<file path="src/sensor_frame_crc_temperature_decode_defines.svh">
// Assertion macros for the sensor frame decoder RTL.
`ifndef SENSOR_FRAME_CRC_TEMPERATURE_DECODE_DEFINES_SVH
`define SENSOR_FRAME_CRC_TEMPERATURE_DECODE_DEFINES_SVH
`ifndef SYNTHESIS
`define SFCTD_ASSERT_IMP(label, ante, cons) \
  label: assert property (@(posedge clk) disable iff (!rst_n) (ante) |-> (cons)) \
    else $error("sensor frame decoder: same-cycle check failed");
`define SFCTD_ASSERT_NXT(label, ante, cons) \
  label: assert property (@(posedge clk) disable iff (!rst_n) (ante) |=> (cons)) \
    else $error("sensor frame decoder: next-cycle check failed");
`else
`define SFCTD_ASSERT_IMP(label, ante, cons)
`define SFCTD_ASSERT_NXT(label, ante, cons)
`endif
`endif

</file>
<file path="src/sfctd_pkg.sv">
// Types, constants and the CRC-8 function of the sensor frame decoder.
package sfctd_pkg;

  localparam int unsigned FRAME_BYTES = 7;
  localparam int unsigned POS_W = 3;

  localparam logic [POS_W-1:0] POS_STATUS   = 3'd0;
  localparam logic [POS_W-1:0] POS_TEMP_HI  = 3'd3;
  localparam logic [POS_W-1:0] POS_TEMP_MID = 3'd4;
  localparam logic [POS_W-1:0] POS_TEMP_LO  = 3'd5;
  localparam logic [POS_W-1:0] POS_CHECK    = POS_W'(FRAME_BYTES - 1);
  localparam logic [POS_W-1:0] POS_LAST     = 3'd7;

  localparam logic [7:0]  CRC_INIT    = 8'hFF;
  localparam logic [7:0]  CRC_POLY    = 8'h31;
  localparam logic [14:0] TEMP_SCALE  = 15'd20000;
  localparam logic [14:0] TEMP_OFFSET = 15'd5000;
  localparam int unsigned RAW_W = 20;
  localparam int unsigned PROD_W = RAW_W + 15;

  typedef struct packed {
    logic [7:0] rx_byte;
    logic       frame_start;
  } in_item_t;

  typedef struct packed {
    logic signed [14:0] temp_centi;
    logic               crc_ok;
    logic               busy_res;
  } out_item_t;

  function automatic logic [7:0] crc8_byte(input logic [7:0] acc, input logic [7:0] b);
    logic [7:0] v;
    v = acc ^ b;
    for (int k = 0; k < 8; k++) begin
      if (v[7]) begin
        v = {v[6:0], 1'b0} ^ CRC_POLY;
      end else begin
        v = {v[6:0], 1'b0};
      end
    end
    return v;
  endfunction

endpackage

</file>
<file path="src/sensor_frame_crc_temperature_decode.sv">
// Sensor frame decoder top level: CRC-8 check and temperature conversion.
//
//   channel | direction | handshake             | payload
//   in      | input     | in_valid / in_ready   | in_data (rx_byte, frame_start)
//   out     | output    | out_valid / out_ready | out_data (temp_centi, crc_ok, busy_res)
//
// Each byte is captured in an input register and processed from there.
// One byte per cycle is sustained; the check byte's result goes out
// through the result register. Only a check byte waiting on a full, stalled
// result register holds up the input. Reset is synchronous and active low.
`include "sensor_frame_crc_temperature_decode_defines.svh"

module sensor_frame_crc_temperature_decode (
  input  logic                 clk,
  input  logic                 rst_n,
  input  logic                 in_valid,
  output logic                 in_ready,
  input  sfctd_pkg::in_item_t  in_data,
  output logic                 out_valid,
  input  logic                 out_ready,
  output sfctd_pkg::out_item_t out_data
);
  import sfctd_pkg::*;

  logic              in_vld_r;
  in_item_t          in_data_r;
  logic              out_vld_r, out_vld_nxt;
  out_item_t         out_data_r, out_data_nxt;
  logic [POS_W-1:0]  byte_pos_r, byte_pos_nxt;
  logic [7:0]        crc_r, crc_nxt;
  logic [RAW_W-1:0]  raw_r, raw_nxt;
  logic [7:0]        status_r, status_nxt;

  logic [POS_W-1:0]  pos;
  logic              is_check;
  logic              adv;
  logic [PROD_W-1:0] product;
  logic [14:0]       scaled;

  always_comb begin
    pos = in_data_r.frame_start ? POS_STATUS : byte_pos_r;
    is_check = pos inside {[POS_CHECK:POS_LAST]};
    adv = in_vld_r && (!is_check || !out_vld_r || out_ready);
  end

  assign in_ready = !in_vld_r || adv;

  always_comb begin
    product = PROD_W'(raw_r) * PROD_W'(TEMP_SCALE);
    scaled = product[PROD_W-1:RAW_W];
  end

  always_comb begin
    byte_pos_nxt = byte_pos_r;
    crc_nxt = crc_r;
    raw_nxt = raw_r;
    status_nxt = status_r;
    if (adv) begin
      if (is_check) begin
        byte_pos_nxt = POS_STATUS;
        crc_nxt = CRC_INIT;
      end else begin
        byte_pos_nxt = pos + 1'b1;
        if (pos == POS_STATUS) begin
          crc_nxt = crc8_byte(CRC_INIT, in_data_r.rx_byte);
          status_nxt = in_data_r.rx_byte;
        end else begin
          crc_nxt = crc8_byte(crc_r, in_data_r.rx_byte);
        end
        case (pos)
          POS_TEMP_HI: begin
            raw_nxt = {in_data_r.rx_byte[3:0], 16'h0000};
          end
          POS_TEMP_MID: begin
            raw_nxt = {raw_r[19:16], in_data_r.rx_byte, raw_r[7:0]};
          end
          POS_TEMP_LO: begin
            raw_nxt = {raw_r[19:8], in_data_r.rx_byte};
          end
          default: begin
            raw_nxt = raw_r;
          end
        endcase
      end
    end
  end

  always_comb begin
    out_vld_nxt = out_vld_r && !out_ready;
    out_data_nxt = out_data_r;
    if (adv && is_check) begin
      out_vld_nxt = 1'b1;
      out_data_nxt.temp_centi = $signed(scaled - TEMP_OFFSET);
      out_data_nxt.crc_ok = (crc_r == in_data_r.rx_byte);
      out_data_nxt.busy_res = status_r[7];
    end
  end

  always_ff @(posedge clk) begin
    if (!rst_n) begin
      in_vld_r <= 1'b0;
      out_vld_r <= 1'b0;
      byte_pos_r <= POS_STATUS;
      crc_r <= CRC_INIT;
      raw_r <= '0;
      status_r <= '0;
    end else begin
      if (in_ready) begin
        in_vld_r <= in_valid;
      end
      out_vld_r <= out_vld_nxt;
      byte_pos_r <= byte_pos_nxt;
      crc_r <= crc_nxt;
      raw_r <= raw_nxt;
      status_r <= status_nxt;
    end
  end

  always_ff @(posedge clk) begin
    if (in_valid && in_ready) begin
      in_data_r <= in_data;
    end
    out_data_r <= out_data_nxt;
  end

  assign out_valid = out_vld_r;
  assign out_data = out_data_r;

  `SFCTD_ASSERT_IMP(a_pos_in_frame, 1'b1, byte_pos_r != POS_LAST)
  `SFCTD_ASSERT_IMP(a_no_overwrite, in_vld_r && is_check && out_vld_r && !out_ready, !adv)
  `SFCTD_ASSERT_NXT(a_result_loaded, adv && is_check, out_vld_r)
  `SFCTD_ASSERT_NXT(a_frame_restart, adv && is_check, byte_pos_r == POS_STATUS && crc_r == CRC_INIT)

endmodule

</file>
<file path="config.mk">
export PLATFORM = sky130hd
export DESIGN_NAME = sensor_frame_crc_temperature_decode
export DESIGN_NICKNAME = d
export VERILOG_FILES = /design/src/sfctd_pkg.sv /design/src/sensor_frame_crc_temperature_decode.sv
export VERILOG_INCLUDE_DIRS = /design/src /design/src/src
export SDC_FILE = /design/constraint.sdc
export NUM_CORES = 1
export LEC_CHECK = 0
export BUFFER_PORTS_ARGS = -buffer_cell sky130_fd_sc_hd__buf_4
export CAP_MARGIN = 10
export CORE_AREA = 4 4 128 130
export CTS_CLUSTER_SIZE = 24
export DETAILED_ROUTE_END_ITERATION = 7
export DIE_AREA = 0 0 132 134
export SYNTH_ARGS = -nofsm -noshare
export SYNTH_HDL_FRONTEND = slang
export SYNTH_SLANG_ARGS = --single-unit
export TNS_END_PERCENT = 100
</file>
<file path="constraint.sdc">
create_clock -name clk -period 9.6 [get_ports clk]
set_input_delay 0 -clock clk [delete_from_list [all_inputs] [get_ports clk]]
set_output_delay 0 -clock clk [all_outputs]
set_load 0.1 [all_outputs]
</file>
==> flow_summary.ini <==
[floorplanning]
die_area_um2 = 17700
dieWidth_um = 132
rows = 45
initial_core_util_pct = 39.5
ios = 32
coreArea_um2 = 15100
die_y_um = 134

[drt]
drtIter0Drc = 203
drc_errors = 0
ant_nets = 0
avgViaCountPerCell = 4.96
first_pass_iters = 4
drt-total-wl_um = 12200
vias = 4293
wl_per_cell_um = 14.1

[worst_setup_path]
cp_num_cells = 21
path_max_fanout = 5
cp_common_cell = inv_1
critPathArrivalTime_ps = 6080
required_ps = 9680
critPathBufInv = 6
r2r_cells = 21
worstSetupStartpointType = flip-flop
critical-path-top-delay-family = adder cells
critPathCaptureType = flip-flop
path_class = flip-flop to flip-flop
crit_chain = inv_1 -> fa_1 -> inv_1 -> ha_1 -> inv_1 -> fa_1 -> inv_1 -> ha_1 -> inv_1 -> fa_1 -> inv_1 -> ha_1 -> and4_2 -> a311oi_2 -> a21oi_2 -> o221a_2 -> nor4_4 -> o221ai_2 -> a2111oi_2 -> and4bb_1 -> xnor2_1
max_stage_delay_ps = 530
crit_slowest_cell = fa_1

[timing]
finalCriticalPeriod_ps = 6000
slew_headroom_pct = 42.8
fmax_mhz = 167
finalCritPeriodShare_pct = 62.5
timing_hold_violations_final = 0
rsz0062_at_grt = false
fin_skew_ps = 9.09
setup_tns_ps = 0
tightest_slew_ps = 857
setup_violations = 0
finalMaxSlewViolations = 0

[yosys]
synth_top_area_share_pct = 18.2
syn_nets = 779
yosys_most_used_dff = dfxtp_1
ys_types = 60
syn_area_per_cell_um2 = 9.45
synth_top_area_cell = ha_1
synth-edff-count = 26
ys_seq_area_share_pct = 24.4
yosys_warnings = 0
syn_inst = 633
synth_area_um2 = 5980
synthArstFlopShare_pct = 0
yosys-top-cells-area = ha_1 18%, fa_1 15%, edfxtp_1 13%, dfxtp_1 11%, inv_1 8.2%
ys_seq_elements = 60

[power_and_ir_drop]
leakagePower_nw = 3.41
power_frac_comb_pct = 12.1
p_sw_uw = 169
powerDensity_nw_per_um2 = 97.0
swShare_pct = 25.7
peakVddDrop_mv = 0.0903
pwr-share-clk_pct = 44.6
p_int_uw = 489
pwr-share-seq_pct = 43.3

[finish]
area_growth_syn_to_layout_pct = 13.4
final_util_pct = 44.8
drive_gt1_share_pct = 8.86
diodes = 0
fillers = 1401
final_cells = 865
layout.nets = 818
finalInstanceArea_um2 = 6780

[min_path]
hold_depth = 3
hold_class = primary input to flip-flop

[placed_design]
routabilityCongestion = 0.855
io_buffers = 31
place_area_um2 = 6400
hpwl_um = 9830
post-place-cells = 838

[clock_tree]
clock-sinks = 60
tritoncts = built
htreeDepth = 3
cts-root-buf = clkbuf_16
clockBufferDepth = 2
cts_setup_buffers = 0
insertion_delay_ps = 330
clk_pin_slew_worst_paths_ps = 60
cts_buffers = 9

[run]
cap_violations = 0

[grt]
grt_max_degree = 35
grt_pass1_wl_um = 21200
grt_antenna_before_repair = 0
grt-ovfl-total = 0
grt_pass1_vias = 4508
grt_usage_pct = 14.6

[outcome]
status = finished, final reports clean
[cells by family after synthesis]
logic type,Yosys count,synth area share [%]
buf+inv,146,9.16
fa+ha+maj,133,33.6
flops,60,24.4
simple gates,128,11.2
mux,5,0.837
compound gates,107,12.9
xor+xnor,54,7.90
[per-layer routing]
layer | share of wire [%] | up-vias | wire [um] | GRT usage (%)
li1 | - | 2183 | - | -
met2 | 48 | 65 | 5890 | 25.6
met4 | 1.3 | 0 | 157 | 3.73
met1 | 47 | 2029 | 5790 | 18.5
met3 | 3.0 | 16 | 362 | 2.74
met5 | 0 | - | 0 | 0
[Yosys cell counts (all sizes together) (2+ instances only)]
cell type  count
or2            2
o21a           4
o21ai         20
a21oi         20
edfxtp        26
nor3           3
or4            2
nor2b         11
nor2          19
inv          131
nand2         40
and3           3
and4           3
nor3b          2
a2111oi        2
xor2          20
nand3         21
ha            87
mux2i          5
a21boi        17
clkbuf        14
a211oi         2
and2           6
fa            46
nand4          7
a22oi          3
nand2b         3
dfxtp         34
a311oi         2
o221ai         5
o31ai          3
a21o          11
nand3b         2
o22ai          6
xnor2         34
[power groups by stage]
stage          clock network [mW]  registers [mW]  logic [mW]
2_1_floorplan                   0           0.282      0.0656
3_3_place_gp                    0           0.290      0.0735
3_5_place_dp                    0           0.290      0.0750
4_1_cts                     0.301           0.285      0.0792
5_1_grt                     0.314           0.286      0.0865
6_report                    0.293           0.285      0.0795
[worst reg2reg max path, delay by kind of cell (launching register included)]
kind,cells,cell delay (ps)
AOI/OAI and AO/OA,5,1530
buffers and inverters,6,390
DFF,1,430
xor gates and xnor gates,1,120
adders and majority gates,6,2440
and+or+nand+nor,3,840
[stage by stage]
stage	total power, mW	worst slack (ps)	hold slack, ps
after floorplan	0.348	4090	98.9
after global placement	0.363	3770	178
after detailed placement	0.365	3610	179
after CTS	0.665	3600	41.4
after global routing	0.686	3350	84.9
final	0.658	3600	34.0
[placed cells by master (no fill, tap or decap), types with 20 or more instances in the layout]
cell      instances
buf_4            32
dfxtp_1          34
edfxtp_1         26
fa_1             46
ha_1             87
inv_1           131
nand2_1          40
nand3_1          21
xnor2_1          34
xor2_1           20
[layout make-up]
type	instances	area, um2	share of cell area [%]
inverters	131	492	7.25
clock inverters	5	37.5	0.553
repair buffers	43	350	5.17
clock buffers	11	233	3.43
multi-input cells	427	3970	58.6
flip-flops and latches	60	1460	21.5
well taps	188	235	3.47
[sequential cells by signal, indices dropped and copies added, names as in the netlist]
register    cells
out_valid       1
crc_r           8
in_data_r       9
raw_r          20
status_r        1
byte_pos_r      3
in_vld_r        1
out_data       17
[final timing paths]
check                                    end   startpoint  slack [ps]
worst max-delay path            out_data[16]     raw_r[5]        3600
worst min-delay path               out_valid    out_ready          30
worst max register to register  out_data[16]     raw_r[5]        3600
worst min register to register   out_data[0]  status_r[7]         440
[timing repair]
item	4_1_cts	5_1_grt
hold endpoints to repair	14	0
gates resized for setup	0	0
hold buffers	11	0
Power figures use the tool's default switching activity.
